File: src/design/ffha_pkg.sv
// ----------------------------------------------------------------------------
// ffha_pkg
// Types and fixed constants of the first-fit heap allocator.
// ----------------------------------------------------------------------------
package ffha_pkg;

  localparam int unsigned SIZE_W    = 13;  // payload size and heap size
  localparam int unsigned OFF_W     = 12;  // payload offset
  localparam int unsigned WORD_W    = 14;  // header word: mark and size
  localparam int unsigned ALLOC_POS = 13;  // allocated mark in a header word
  localparam int unsigned POS_W     = 15;  // walk position and sums on it

  localparam int unsigned HEAP_RESET_BYTES = 4096;

  localparam logic CMD_ALLOC = 1'b0;
  localparam logic CMD_FREE  = 1'b1;

  typedef struct packed {
    logic              command;
    logic [SIZE_W-1:0] request_size;
    logic [OFF_W-1:0]  release_offset;
  } ffha_in_t;

  typedef struct packed {
    logic             granted;
    logic [OFF_W-1:0] payload_offset;
  } ffha_out_t;

  typedef enum logic [2:0] {
    ST_IDLE,
    ST_CHECK,
    ST_EVAL,
    ST_TAIL,
    ST_DONE
  } ffha_state_e;

  // Controller to datapath
  typedef struct packed {
    logic load;      // latch the item, set the start position
    logic rd;        // read the header at the walk position
    logic claim;     // mark an exact fit allocated
    logic split;     // shrink the block, remember the tail
    logic tail;      // write the carved header
    logic rel_wr;    // clear the mark at the walk position
    logic res_free;  // result: granted, offset 0
    logic fail;      // result: refused
    logic adv;       // step to the next header
    logic push;      // move the result to the output register
  } ffha_ctl_t;

  // Datapath to controller
  typedef struct packed {
    logic is_free;
    logic free_ok;
    logic walk_ok;
    logic exact;
    logic split_fit;
    logic out_room;
  } ffha_sts_t;

endpackage

File: src/design/ffha_ctrl.sv
// ----------------------------------------------------------------------------
// ffha_ctrl
// Sequencer for the header walk, the free update and the result hand-off.
// ----------------------------------------------------------------------------
module ffha_ctrl (
  input  logic                clk_i,
  input  logic                rst_ni,
  input  logic                in_valid_i,
  output logic                in_stall_o,
  input  ffha_pkg::ffha_sts_t sts_i,
  output ffha_pkg::ffha_ctl_t ctl_o
);
  import ffha_pkg::*;

  ffha_state_e state_q, state_d;

  always_ff @(posedge clk_i or negedge rst_ni) begin
    if (!rst_ni) begin
      state_q <= ST_IDLE;
    end else begin
      state_q <= state_d;
    end
  end

  always_comb begin
    state_d    = state_q;
    ctl_o      = '0;
    in_stall_o = (state_q != ST_IDLE);
    unique case (state_q)
      ST_IDLE: begin
        if (in_valid_i) begin
          ctl_o.load = 1'b1;
          state_d    = ST_CHECK;
        end
      end
      ST_CHECK: begin
        if (sts_i.is_free) begin
          if (sts_i.free_ok) begin
            ctl_o.rd = 1'b1;
            state_d  = ST_EVAL;
          end else begin
            ctl_o.res_free = 1'b1;
            state_d        = ST_DONE;
          end
        end else if (sts_i.walk_ok) begin
          ctl_o.rd = 1'b1;
          state_d  = ST_EVAL;
        end else begin
          ctl_o.fail = 1'b1;
          state_d    = ST_DONE;
        end
      end
      ST_EVAL: begin
        if (sts_i.is_free) begin
          ctl_o.rel_wr   = 1'b1;
          ctl_o.res_free = 1'b1;
          state_d        = ST_DONE;
        end else if (sts_i.exact) begin
          ctl_o.claim = 1'b1;
          state_d     = ST_DONE;
        end else if (sts_i.split_fit) begin
          ctl_o.split = 1'b1;
          state_d     = ST_TAIL;
        end else begin
          ctl_o.adv = 1'b1;
          state_d   = ST_CHECK;
        end
      end
      ST_TAIL: begin
        ctl_o.tail = 1'b1;
        state_d    = ST_DONE;
      end
      ST_DONE: begin
        if (sts_i.out_room) begin
          ctl_o.push = 1'b1;
          state_d    = ST_IDLE;
        end
      end
      default: begin
        state_d = ST_IDLE;
      end
    endcase
  end

endmodule

File: config.mk
export PLATFORM = sky130hd
export DESIGN_NAME = ffha_ctrl
export DESIGN_NICKNAME = d
export VERILOG_FILES = /design/src/design/ffha_pkg.sv /design/src/design/ffha_ctrl.sv
export SDC_FILE = /design/constraint.sdc
export NUM_CORES = 1
export LEC_CHECK = 0
export ABC_AREA = 0
export BUFFER_PORTS_ARGS = -buffer_cell sky130_fd_sc_hd__buf_2
export CORE_AREA = 2 2 39 41
export DETAILED_ROUTE_END_ITERATION = 12
export DIE_AREA = 0 0 41 43
export PLACE_DENSITY = 0.57
export SLEW_MARGIN = 25
export SYNTH_ARGS = -nofsm -noshare
export SYNTH_HDL_FRONTEND = slang
export SYNTH_SLANG_ARGS = --single-unit
File: constraint.sdc
create_clock -name clk_i -period 1.4 [get_ports clk_i]
set_input_delay 0 -clock clk_i [delete_from_list [all_inputs] [get_ports clk_i]]
set_output_delay 0 -clock clk_i [all_outputs]
set_load 0.01 [all_outputs]
==> impl_metrics.env <==
export IMPL_yosysTopAreaCellShare_pct=28.2
export IMPL_numPortBuffers=19
export IMPL_synth_fp_nets=43
export IMPL_grt_pass1_vias=276
export IMPL_syn_area_sq_um=267
export IMPL_drc_errors=0
export IMPL_area_growth_pct=59.6
export IMPL_start_util_pct=19.3
export IMPL_top_regs="state_q x3"
export IMPL_grt_max_degree=11
export IMPL_holdWs_ps=71.3
export IMPL_cts_sinks=3
export IMPL_switching_power_mw=0.249
export IMPL_r2r_cells=3
export IMPL_synth_warning_count=0
export IMPL_cap_violations=0
export IMPL_die_y_um=43
export IMPL_timing_worst_setup_path_type="reg -> out"
export IMPL_critical_path_slowest_cell="dfrtp_2"
export IMPL_seq_area_frac_synth_pct=28.2
export IMPL_cp_required_ps=1400
export IMPL_dieArea_sq_um=1760
export IMPL_clock_path_buffers=2
export IMPL_drive_gt1_share_pct=52.6
export IMPL_end_kind="output pin"
export IMPL_synthMuxAreaShare_pct=5.63
export IMPL_hold_class="in -> reg"
export IMPL_p_clk_share_pct=25.2
export IMPL_cts_buffers=3
export IMPL_fin_crit_sh_pct=90.2
export IMPL_crit_start="state_q[0]"
export IMPL_ys_seq_elements=3
export IMPL_final_util_pct=30.7
export IMPL_slew_viol_final=0
export IMPL_synth_edff_count=0
export IMPL_cpPeakStageDelay_ps=460
export IMPL_async_reset_ff_share_pct=100
export IMPL_rows=14
export IMPL_path_delay_family="flip-flops"
export IMPL_drt_iter0_drc=10
export IMPL_grt_pass1_wl_um=1090
export IMPL_synthXorXnorAreaFrac_pct=0
export IMPL_p_sw_share_pct=40.6
export IMPL_powerDensity_nw_per_um2=1440
export IMPL_intPower_mw=0.364
export IMPL_dr_pass1_iters=3
export IMPL_antenna_found_initial=0
export IMPL_diodes=0
export IMPL_cts_root_buf="clkbuf_4"
export IMPL_vias=318
export IMPL_design_portCount=20
export IMPL_grt_total_usage_pct=9.53
export IMPL_ant_nets=0
export IMPL_rsz0062_at_grt="no"
export IMPL_overflow=0
export IMPL_finalSetupTns_ps=0
export IMPL_synth_largest_area_cell="dfrtp_1"
export IMPL_clk_latency_ps=230
export IMPL_min_period_ps=1260
export IMPL_outcome="completed"
export IMPL_crit_fanout=10
export IMPL_synthAdderAreaFrac_pct=0
export IMPL_ys_types=19
export IMPL_r2r_start="state_q[1]"
export IMPL_post_cts_buffers=0
export IMPL_worst_setup_path_start_kind="flip-flop"
export IMPL_worst_slew_pin_slew_ps=250
export IMPL_skew_ps=0.965
export IMPL_vias_per_cell=4.36
export IMPL_synth_cells=34
export IMPL_r2r_slack_ps=270
export IMPL_avgSynthCellArea_sq_um=7.84
export IMPL_yosys_area_share_simple_pct=45.5
export IMPL_path_buf_inv=1
export IMPL_fmax_ghz=0.792
export IMPL_path_cells="nor3b_2 -> nand2_1 -> nor2_1 -> buf_2"
export IMPL_power_share_combinational_pct=44.3
export IMPL_timing_rr_end="state_q[1]"
export IMPL_hold_violations=0
export IMPL_p_leak_nw=0.250
export IMPL_largest_reg_flops=3
export IMPL_path_clk_slew_ps=40
export IMPL_synth_top_family_by_area="simple AND/OR/NAND/NOR gates"
export IMPL_worstPathArrival_ps=1260
export IMPL_relSlewSlack_pct=83.2
export IMPL_cp_depth=4
export IMPL_synth_flop_cell="dfrtp_1"
export IMPL_synth_top_cells_by_area="dfrtp_1, nor3b_1, buf_4"
export IMPL_drt_wirelength_per_cell_um=9.22
export IMPL_final_nets=67
export IMPL_fp_coreArea_sq_um=1380
export IMPL_ir_drop_mv=0.634
export IMPL_wl_um=673
export IMPL_crit_end="ctl_o[1]"
export IMPL_fillCellCount=157
export IMPL_seq_power_share_pct=30.6
export IMPL_htree_levels=1
export IMPL_synth_compound_area_share_pct=9.39
export IMPL_die_w_um=41
export IMPL_largest_register="state_q"
export IMPL_cts_tree="yes"
export IMPL_setup_viol=0
export IMPL_gp_congestion=0.720
## worst min-delay path by stage
stage / startpoint / endpoint / cells past startpoint
finish: sts_i[0] / state_q[2] / 3
CTS: sts_i[0] / state_q[2] / 3
detailed placement: rst_ni / state_q[2] / 1
floorplan: rst_ni / state_q[0] / 0
global placement: rst_ni / state_q[2] / 1
global route: sts_i[0] / state_q[2] / 3
## layer usage
| layer | part of all wire [%] | up-vias | global-route usage, % |
|---|---|---|---|
| met5 | 0 | - | 0 |
| met4 | 2.5 | 0 | 6.00 |
| met3 | 8.0 | 2 | 6.28 |
| met2 | 44 | 15 | 11.3 |
| met1 | 45 | 139 | 12.2 |
| li1 | - | 162 | - |
## worst reg2reg max path: cells and delay by family (launching register included)
kind	cells	cell delay, ps
DFF	1	450
and+or+nand+nor	3	560
## power groups by stage
stage | Combinational, mW | Clock, mW | Sequential, mW
after floorplan | 0.235 | 0 | 0.132
after global placement | 0.267 | 0 | 0.177
after detailed placement | 0.267 | 0 | 0.180
after CTS | 0.273 | 0.157 | 0.183
after global routing | 0.305 | 0.170 | 0.197
final | 0.271 | 0.154 | 0.187
## what timing repair did
item	in CTS	in global routing
endpoints found under the hold margin	4	0
setup endpoints to repair	3	4
gates cloned	0	0
hold buffers	2	0
resized for setup	1	3
## layout make-up
cell class	instances	area, sq um	area share [%]
sequential	3	77.6	18.2
clock buffer	4	26.3	6.18
tap	16	20.0	4.71
multi-input combinational	25	171	40.3
timing repair buffer	21	115	27.1
inverter	4	15.0	3.53
## cells by family (layout without fill, tap and decap cells)
group | after synthesis | count (layout)
multiplexers | 1 | 1
buffers and inverters | 6 | 29
flip-flops | 3 | 3
AND/OR/NAND/NOR | 20 | 20
AO/OA/AOI/OAI | 4 | 4
## layout by cell type (no fill, tap or decap)
cell type	Yosys	routed
nor3b_2	0	2
buf_2	0	19
mux2_4	1	1
a21o_1	1	1
nor2_1	3	3
and3_4	1	1
dfrtp_2	0	2
o21ai_0	1	1
dfrtp_1	3	1
and3_1	2	2
nor4_1	1	1
nand2_1	4	4
or2_1	1	1
inv_1	4	4
nor3b_1	3	1
and2_2	1	1
and3b_2	1	1
a21oi_1	1	1
nor4b_1	1	1
dlygate4sd3_1	0	2
o31ai_1	1	1
nor3_1	2	2
clkbuf_1	0	1
clkbuf_4	0	3
## metrics by stage
stage | power, mW | cell area [sq um] | setup WS, ps | std cells
floorplan | 0.367 | 267 | 216 | 34
global placement | 0.443 | 367 | 241 | 67
detailed placement | 0.448 | 367 | 185 | 67
CTS | 0.613 | 418 | 41.4 | 73
global route | 0.672 | 425 | 10.4 | 73
finish | 0.613 | 425 | 137 | 73
## synth_stat cells, types with 2 or more instances
master,n
and3_1,2
dfrtp_1,3
nand2_1,4
nor3_1,2
nor2_1,3
nor3b_1,3
buf_4,2
inv_1,4
No activity file was read; power rests on OpenSTA's default activity.
